===== config.mk =====
export PLATFORM = sky130hd
export DESIGN_NAME = cksum_crc32_with_length_core
export DESIGN_NICKNAME = d
export VERILOG_FILES = /design/src/sv/ckcrc_pkg.sv /design/src/sv/cksum_crc32_with_length_core.sv
export SDC_FILE = /design/constraint.sdc
export NUM_CORES = 1
export LEC_CHECK = 0
export BUFFER_PORTS_ARGS = -buffer_cell sky130_fd_sc_hd__buf_2
export CORE_MARGIN = 5
export CORE_UTILIZATION = 58
export CTS_CLUSTER_DIAMETER = 30
export DETAILED_ROUTE_END_ITERATION = 7
export PLACE_DENSITY = 0.81
export SLEW_MARGIN = 30
export SYNTH_ARGS = -nofsm -noshare
export SYNTH_HDL_FRONTEND = slang
export SYNTH_SLANG_ARGS = --single-unit

===== constraint.sdc =====
create_clock -name aclk -period 3.18 [get_ports aclk]
set_input_delay 0.318 -clock aclk [delete_from_list [all_inputs] [get_ports aclk]]
set_output_delay 0.318 -clock aclk [all_outputs]
set_load 0.02 [all_outputs]

===== src/sv/ckcrc_pkg.sv =====
package ckcrc_pkg;

    localparam logic [31:0] CRC_POLY   = 32'h04C1_1DB7;
    localparam int          CRC_W      = 32;
    localparam int          BYTE_W     = 8;
    localparam int          M_TDATA_W  = 32;

    typedef logic [CRC_W-1:0] crc_t;

    // One MSB-first shift of the CRC register
    function automatic crc_t crc_bit_step(input crc_t crc);
        crc_bit_step = crc[CRC_W-1] ? ((crc << 1) ^ CRC_POLY) : (crc << 1);
    endfunction

    function automatic crc_t swap_bytes(input crc_t v);
        swap_bytes = {v[7:0], v[15:8], v[23:16], v[31:24]};
    endfunction

endpackage


===== src/sv/cksum_crc32_with_length_core.sv =====
// Bit-serial CRC-32 (POSIX cksum) with trailing length fold.
// A non-final byte is accepted, then takes 8 shift steps of the shared CRC unit.
// A final byte is shifted the same way, then the k (0..4) significant bytes of the count
// are folded in before the result is loaded; the result then waits in an output register.
// New bytes wait until the previous one is through the single one-bit CRC shift unit.
// Synchronous active-low reset clears CRC, count, overflow flag, config and output valid.
module cksum_crc32_with_length_core
    import ckcrc_pkg::*;
(
    input  logic                 aclk,
    input  logic                 aresetn,
    input  logic                 cfg_we,
    input  logic                 cfg_wdata,      // output_big_endian
    input  logic                 s_tvalid,
    output logic                 s_tready,
    input  logic [BYTE_W-1:0]    s_tdata,        // data_byte
    input  logic                 s_tlast,        // last_byte
    output logic                 m_tvalid,
    input  logic                 m_tready,
    output logic [M_TDATA_W-1:0] m_tdata,        // checksum
    output logic                 m_tuser         // length_overflow
);

    localparam logic [1:0] ST_IDLE  = 2'd0;
    localparam logic [1:0] ST_SHIFT = 2'd1;
    localparam logic [1:0] ST_LOAD  = 2'd2;
    localparam logic [1:0] ST_DONE  = 2'd3;

    logic [1:0]  state_reg, state_next;
    crc_t        crc_reg, crc_next;
    crc_t        cnt_reg, cnt_next;
    crc_t        len_reg, len_next;
    logic        wrap_reg, wrap_next;
    logic        last_reg, last_next;
    logic        phase_reg, phase_next;     // 0: message byte, 1: length byte
    logic [2:0]  bit_reg, bit_next;
    logic        be_reg;
    logic        m_valid_reg, m_valid_next;
    logic [31:0] m_sum_reg, m_sum_next;
    logic        m_ovf_reg, m_ovf_next;
    crc_t        crc_inv;

    assign s_tready = (state_reg == ST_IDLE);
    assign m_tvalid = m_valid_reg;
    assign m_tdata  = m_sum_reg;
    assign m_tuser  = m_ovf_reg;
    assign crc_inv  = ~crc_reg;

    always_comb begin
        state_next   = state_reg;
        crc_next     = crc_reg;
        cnt_next     = cnt_reg;
        len_next     = len_reg;
        wrap_next    = wrap_reg;
        last_next    = last_reg;
        phase_next   = phase_reg;
        bit_next     = bit_reg;
        m_valid_next = m_valid_reg;
        m_sum_next   = m_sum_reg;
        m_ovf_next   = m_ovf_reg;

        if (m_valid_reg && m_tready) begin
            m_valid_next = 1'b0;
        end

        unique case (state_reg)
            ST_IDLE: begin
                if (s_tvalid) begin
                    crc_next   = crc_reg ^ {s_tdata, {(CRC_W-BYTE_W){1'b0}}};
                    wrap_next  = wrap_reg | (cnt_reg == '1);
                    cnt_next   = cnt_reg + 32'd1;
                    last_next  = s_tlast;
                    phase_next = 1'b0;
                    bit_next   = '0;
                    state_next = ST_SHIFT;
                end
            end
            ST_SHIFT: begin
                crc_next = crc_bit_step(crc_reg);
                bit_next = bit_reg + 3'd1;
                if (bit_reg == 3'd7) begin
                    if (phase_reg) begin
                        len_next   = len_reg >> BYTE_W;
                        state_next = ST_LOAD;
                    end else if (last_reg) begin
                        len_next   = cnt_reg;
                        state_next = ST_LOAD;
                    end else begin
                        state_next = ST_IDLE;
                    end
                end
            end
            ST_LOAD: begin
                // fold the next count byte, least significant first, while any remain
                if (len_reg != '0) begin
                    crc_next   = crc_reg ^ {len_reg[BYTE_W-1:0], {(CRC_W-BYTE_W){1'b0}}};
                    phase_next = 1'b1;
                    bit_next   = '0;
                    state_next = ST_SHIFT;
                end else begin
                    state_next = ST_DONE;
                end
            end
            ST_DONE: begin
                // hold until the output register is free
                if (!m_valid_reg || m_tready) begin
                    m_valid_next = 1'b1;
                    m_ovf_next   = wrap_reg;
                    m_sum_next   = wrap_reg ? '0 : (be_reg ? swap_bytes(crc_inv) : crc_inv);
                    crc_next     = '0;
                    cnt_next     = '0;
                    wrap_next    = 1'b0;
                    state_next   = ST_IDLE;
                end
            end
            default: state_next = ST_IDLE;
        endcase
    end

    always_ff @(posedge aclk) begin
        if (!aresetn) begin
            state_reg   <= ST_IDLE;
            crc_reg     <= '0;
            cnt_reg     <= '0;
            wrap_reg    <= 1'b0;
            last_reg    <= 1'b0;
            phase_reg   <= 1'b0;
            bit_reg     <= '0;
            be_reg      <= 1'b0;
            m_valid_reg <= 1'b0;
        end else begin
            state_reg   <= state_next;
            crc_reg     <= crc_next;
            cnt_reg     <= cnt_next;
            wrap_reg    <= wrap_next;
            last_reg    <= last_next;
            phase_reg   <= phase_next;
            bit_reg     <= bit_next;
            m_valid_reg <= m_valid_next;
            if (cfg_we) begin
                be_reg <= cfg_wdata;
            end
        end
    end

    always_ff @(posedge aclk) begin
        len_reg   <= len_next;
        m_sum_reg <= m_sum_next;
        m_ovf_reg <= m_ovf_next;
    end

endmodule

==> impl_results.md <==
* Post-route DRC at 0
* Final hold viol count at 0
* Drt wl/cell at 16.9 um
* Mapped cell area at 6280 sq um
* Worst setup SP type: flip-flop
* Slowest stage delay, CP at approximately 0.60 ns
* Die Y at 114 um
* Flop pwr share at 50.3%
* Max Cap Viol at 0
* Core ar. at ~11000 sq um
* Final setup vio count at 0
* Most frequent cells in the layout: 72 x dfxtp_1, 65 x edfxtp_1, 49 x buf_2
* Fill cells at 797
* DR vias/cell at 6.01
* Num CTS Buffers at 17
* Crit. path cell count at 5
* Status: finished clean
* Clock Sinks at 139
* Worst Max-Slew Pin Slew at 0.975 ns
* Clk buf depth at 2
* Multi-input logic area at roughly 2600 sq um
* RSZ-0062 raised after global routing: false
* Critical path type: reg2reg
* Max VDD drop at 307 uV
* Initial antenna violation count at 0
* Hold_buf cts at 0
* CTS tree: done
* I/O Buffers at 49
* Pleak at 2.56 nW
* Nets at ~630
* Family with the most delay on the worst path: simple AND/OR/NAND/NOR gates
* Clock period minus final worst setup slack at approximately 2.4 ns
* Net Sw Frac at 24.3%
* Synthesis Warnings at 0
* WP data required at 3.62 ns
* Clock slew at reported path FFs at about 0.06 ns
* Diode count at 0
* Switching power of the nets at 966 uW
* DRT Wirelength at 13000 um
* Worst min path class: in2reg
* Drt first pass iters at 7
* Setup Skew at 0.00844 ns
* Met2 global-route usage at 34.7%
* Max_slew headroom at 35.0%
* Worst-skew pair later-pin latency at about 0.51 ns
* Inst Count DP at approximately 730
* GPL Wtd Cong at 0.827
* Number of synthesized flops with an enable pin at 65
* Layout Cells excl Fill at 766
* First-pass GRT wire length at between 20000 and 25000 um
* Final Cycle Share at 75.9%
* Initial DRC Count at about 430
* Reg2reg path depth at 5
* CP arrival at 2.85 ns
* GR Util All Layers at 20.8%
* Syn Area/Cell at 10.8 sq um
* Yosys top cell by area: edfxtp_1
* Fraction of registers with async set/reset at 0%
* Clk root buf: clkbuf_8
* Most common cell after layout, fill and taps aside: dfxtp_1
* Via count at approximately 4600
* Die width at 114 um
* Vias in the first global route at 4365
* Crit end category: flip-flop
* Die ar. at 13000 sq um
* Gr busiest metal: met2
* PostCTS Resize Cnt at 0
* GRT overflow at 0
* Most frequent CP cell: nand2_1
* Register area at roughly 3400 sq um
* Layout area overhead at 12.6%
* Unique masters post-synth at 49
* Comb pwr share at between 8 and 9%
* Global Route met1 Usage at 27.3%
* Power Density at 561 nW/um^2
* Critical path's slowest cell: dfxtp_1
* Post-DP HPWL at approximately 8600 um
* Antenna Nets Post-Route at 0
* Share of cells above drive strength 1 at 18.7%
* Boundary Pins at 50
* Share of the synthesized area in the top cell type at 31.1%
* Hold Crit Depth at 3
* Final non-filler cell area at 7070 sq um
* Flops & latches, synth at about 140
* Initial cell density of the core at 58.5%
* Cell Rows at 38
* Largest net degree at the start of global routing at 66
* Mapped Cells at approximately 580
* Area post-placement at 6580 sq um
* Register area share after synthesis at 54.7%
* # H-tree levels at 4
* Met3 usage at 4.86%
* Setup bufs post-CTS at 0
* TNS Setup at 0 ns
* Crit path buf inv count at 0
* Cells along the critical path: nand2_1 -> o21bai_4 -> nand2_1 -> or4_1 -> a21oi_1
* Fmax at 0.414 GHz
* Synth top area cells: edfxtp_1 31%, dfxtp_1 24%, nor2b_1 4.1%
* Clock power frac at 41.2%
* Top FF cell, synth: dfxtp_1
* Final Slew Violations at 0
* Internal at 3.00 mW
* Crit path max fanout at 16
* Net count after synthesis at slightly below 600
-- path summary, 6_finish.rpt --
| path | from | slack (ns) | to |
|---|---|---|---|
| worst min register to register | bit_reg[2] | 0.48 | bit_reg[2] |
| worst max register to register | state_reg[0] | 0.77 | cnt_reg[27] |
| worst min-delay path | s_tlast | 0.06 | last_reg |
| worst max-delay path | state_reg[0] | 0.77 | cnt_reg[27] |
-- stage by stage --
step | hold slack, ns | utilization, % | setup slack, ns | power, mW
after global placement | 0.452 | 61.2 | 0.988 | 2.35
after CTS | 0.0473 | 65.8 | 0.830 | 3.99
after global routing | 0.0874 | 65.8 | 0.575 | 4.12
after detailed placement | 0.472 | 61.3 | 0.854 | 2.36
final | 0.0623 | 65.8 | 0.766 | 3.97
after floorplan | 0.406 | - | 0.600 | 2.28
-- cells by family (layout without fill, tap and decap cells) --
group	Yosys count	after routing	synth area share [%]
mux	31	31	5.32
xor+xnor	33	33	4.60
fa+ha+maj	3	3	0.598
buf+inv	53	100	3.65
flops	139	139	54.7
compound gates	131	131	14.6
simple gates	189	189	16.6
-- synth_stat cells, types with 2 or more instances --
library cell  number
buf_2              6
xor2_1            24
and3_1             3
nor2_1            49
buf_1              4
a211oi_1          33
o21ai_0           12
edfxtp_1          65
mux2_2            19
nand4_2            2
xnor2_1            9
o31ai_1           21
nand3_1           17
a21oi_1           22
a32o_1             2
nor4_1             9
buf_6              3
or3_1              5
clkbuf_1          29
inv_1             10
nand2_1           25
a22oi_1           33
mux2i_1           12
nand4_1           11
nor3_1             3
dfxtp_1           74
nor2b_1           41
or4_1             13
ha_1               3
-- worst reg2reg max path: stages, from the launching register on --
cell	delay, ns
dfxtp_1	0.60
nand2_1	0.25
o21bai_4	0.37
nand2_1	0.37
or4_1	0.58
a21oi_1	0.17
-- final cells by class --
cell class | instances | area share [%]
inverter | 11 | 0.584
timing repair buffer | 57 | 4.32
sequential | 139 | 48.6
clock inverter | 10 | 0.761
tap | 140 | 2.48
multi-input combinational | 387 | 37.1
clock buffer | 22 | 6.12
-- power by group through the flow --
| stage | Clock [mW] | Combinational (mW) | Sequential, mW |
|---|---|---|---|
| after global routing | 1.75 | 0.370 | 2.01 |
| after global placement | 0 | 0.316 | 2.03 |
| after floorplan | 0 | 0.275 | 2.01 |
| after CTS | 1.66 | 0.334 | 2.00 |
| final | 1.64 | 0.336 | 2.00 |
| after detailed placement | 0 | 0.328 | 2.04 |
-- layer usage --
layer,vias to the layer above,wire (um)
li1,2228,-
met1,2165,5460
met2,193,6460
met3,18,869
met4,0,183
met5,-,0
(Power assumes the default switching activity.)
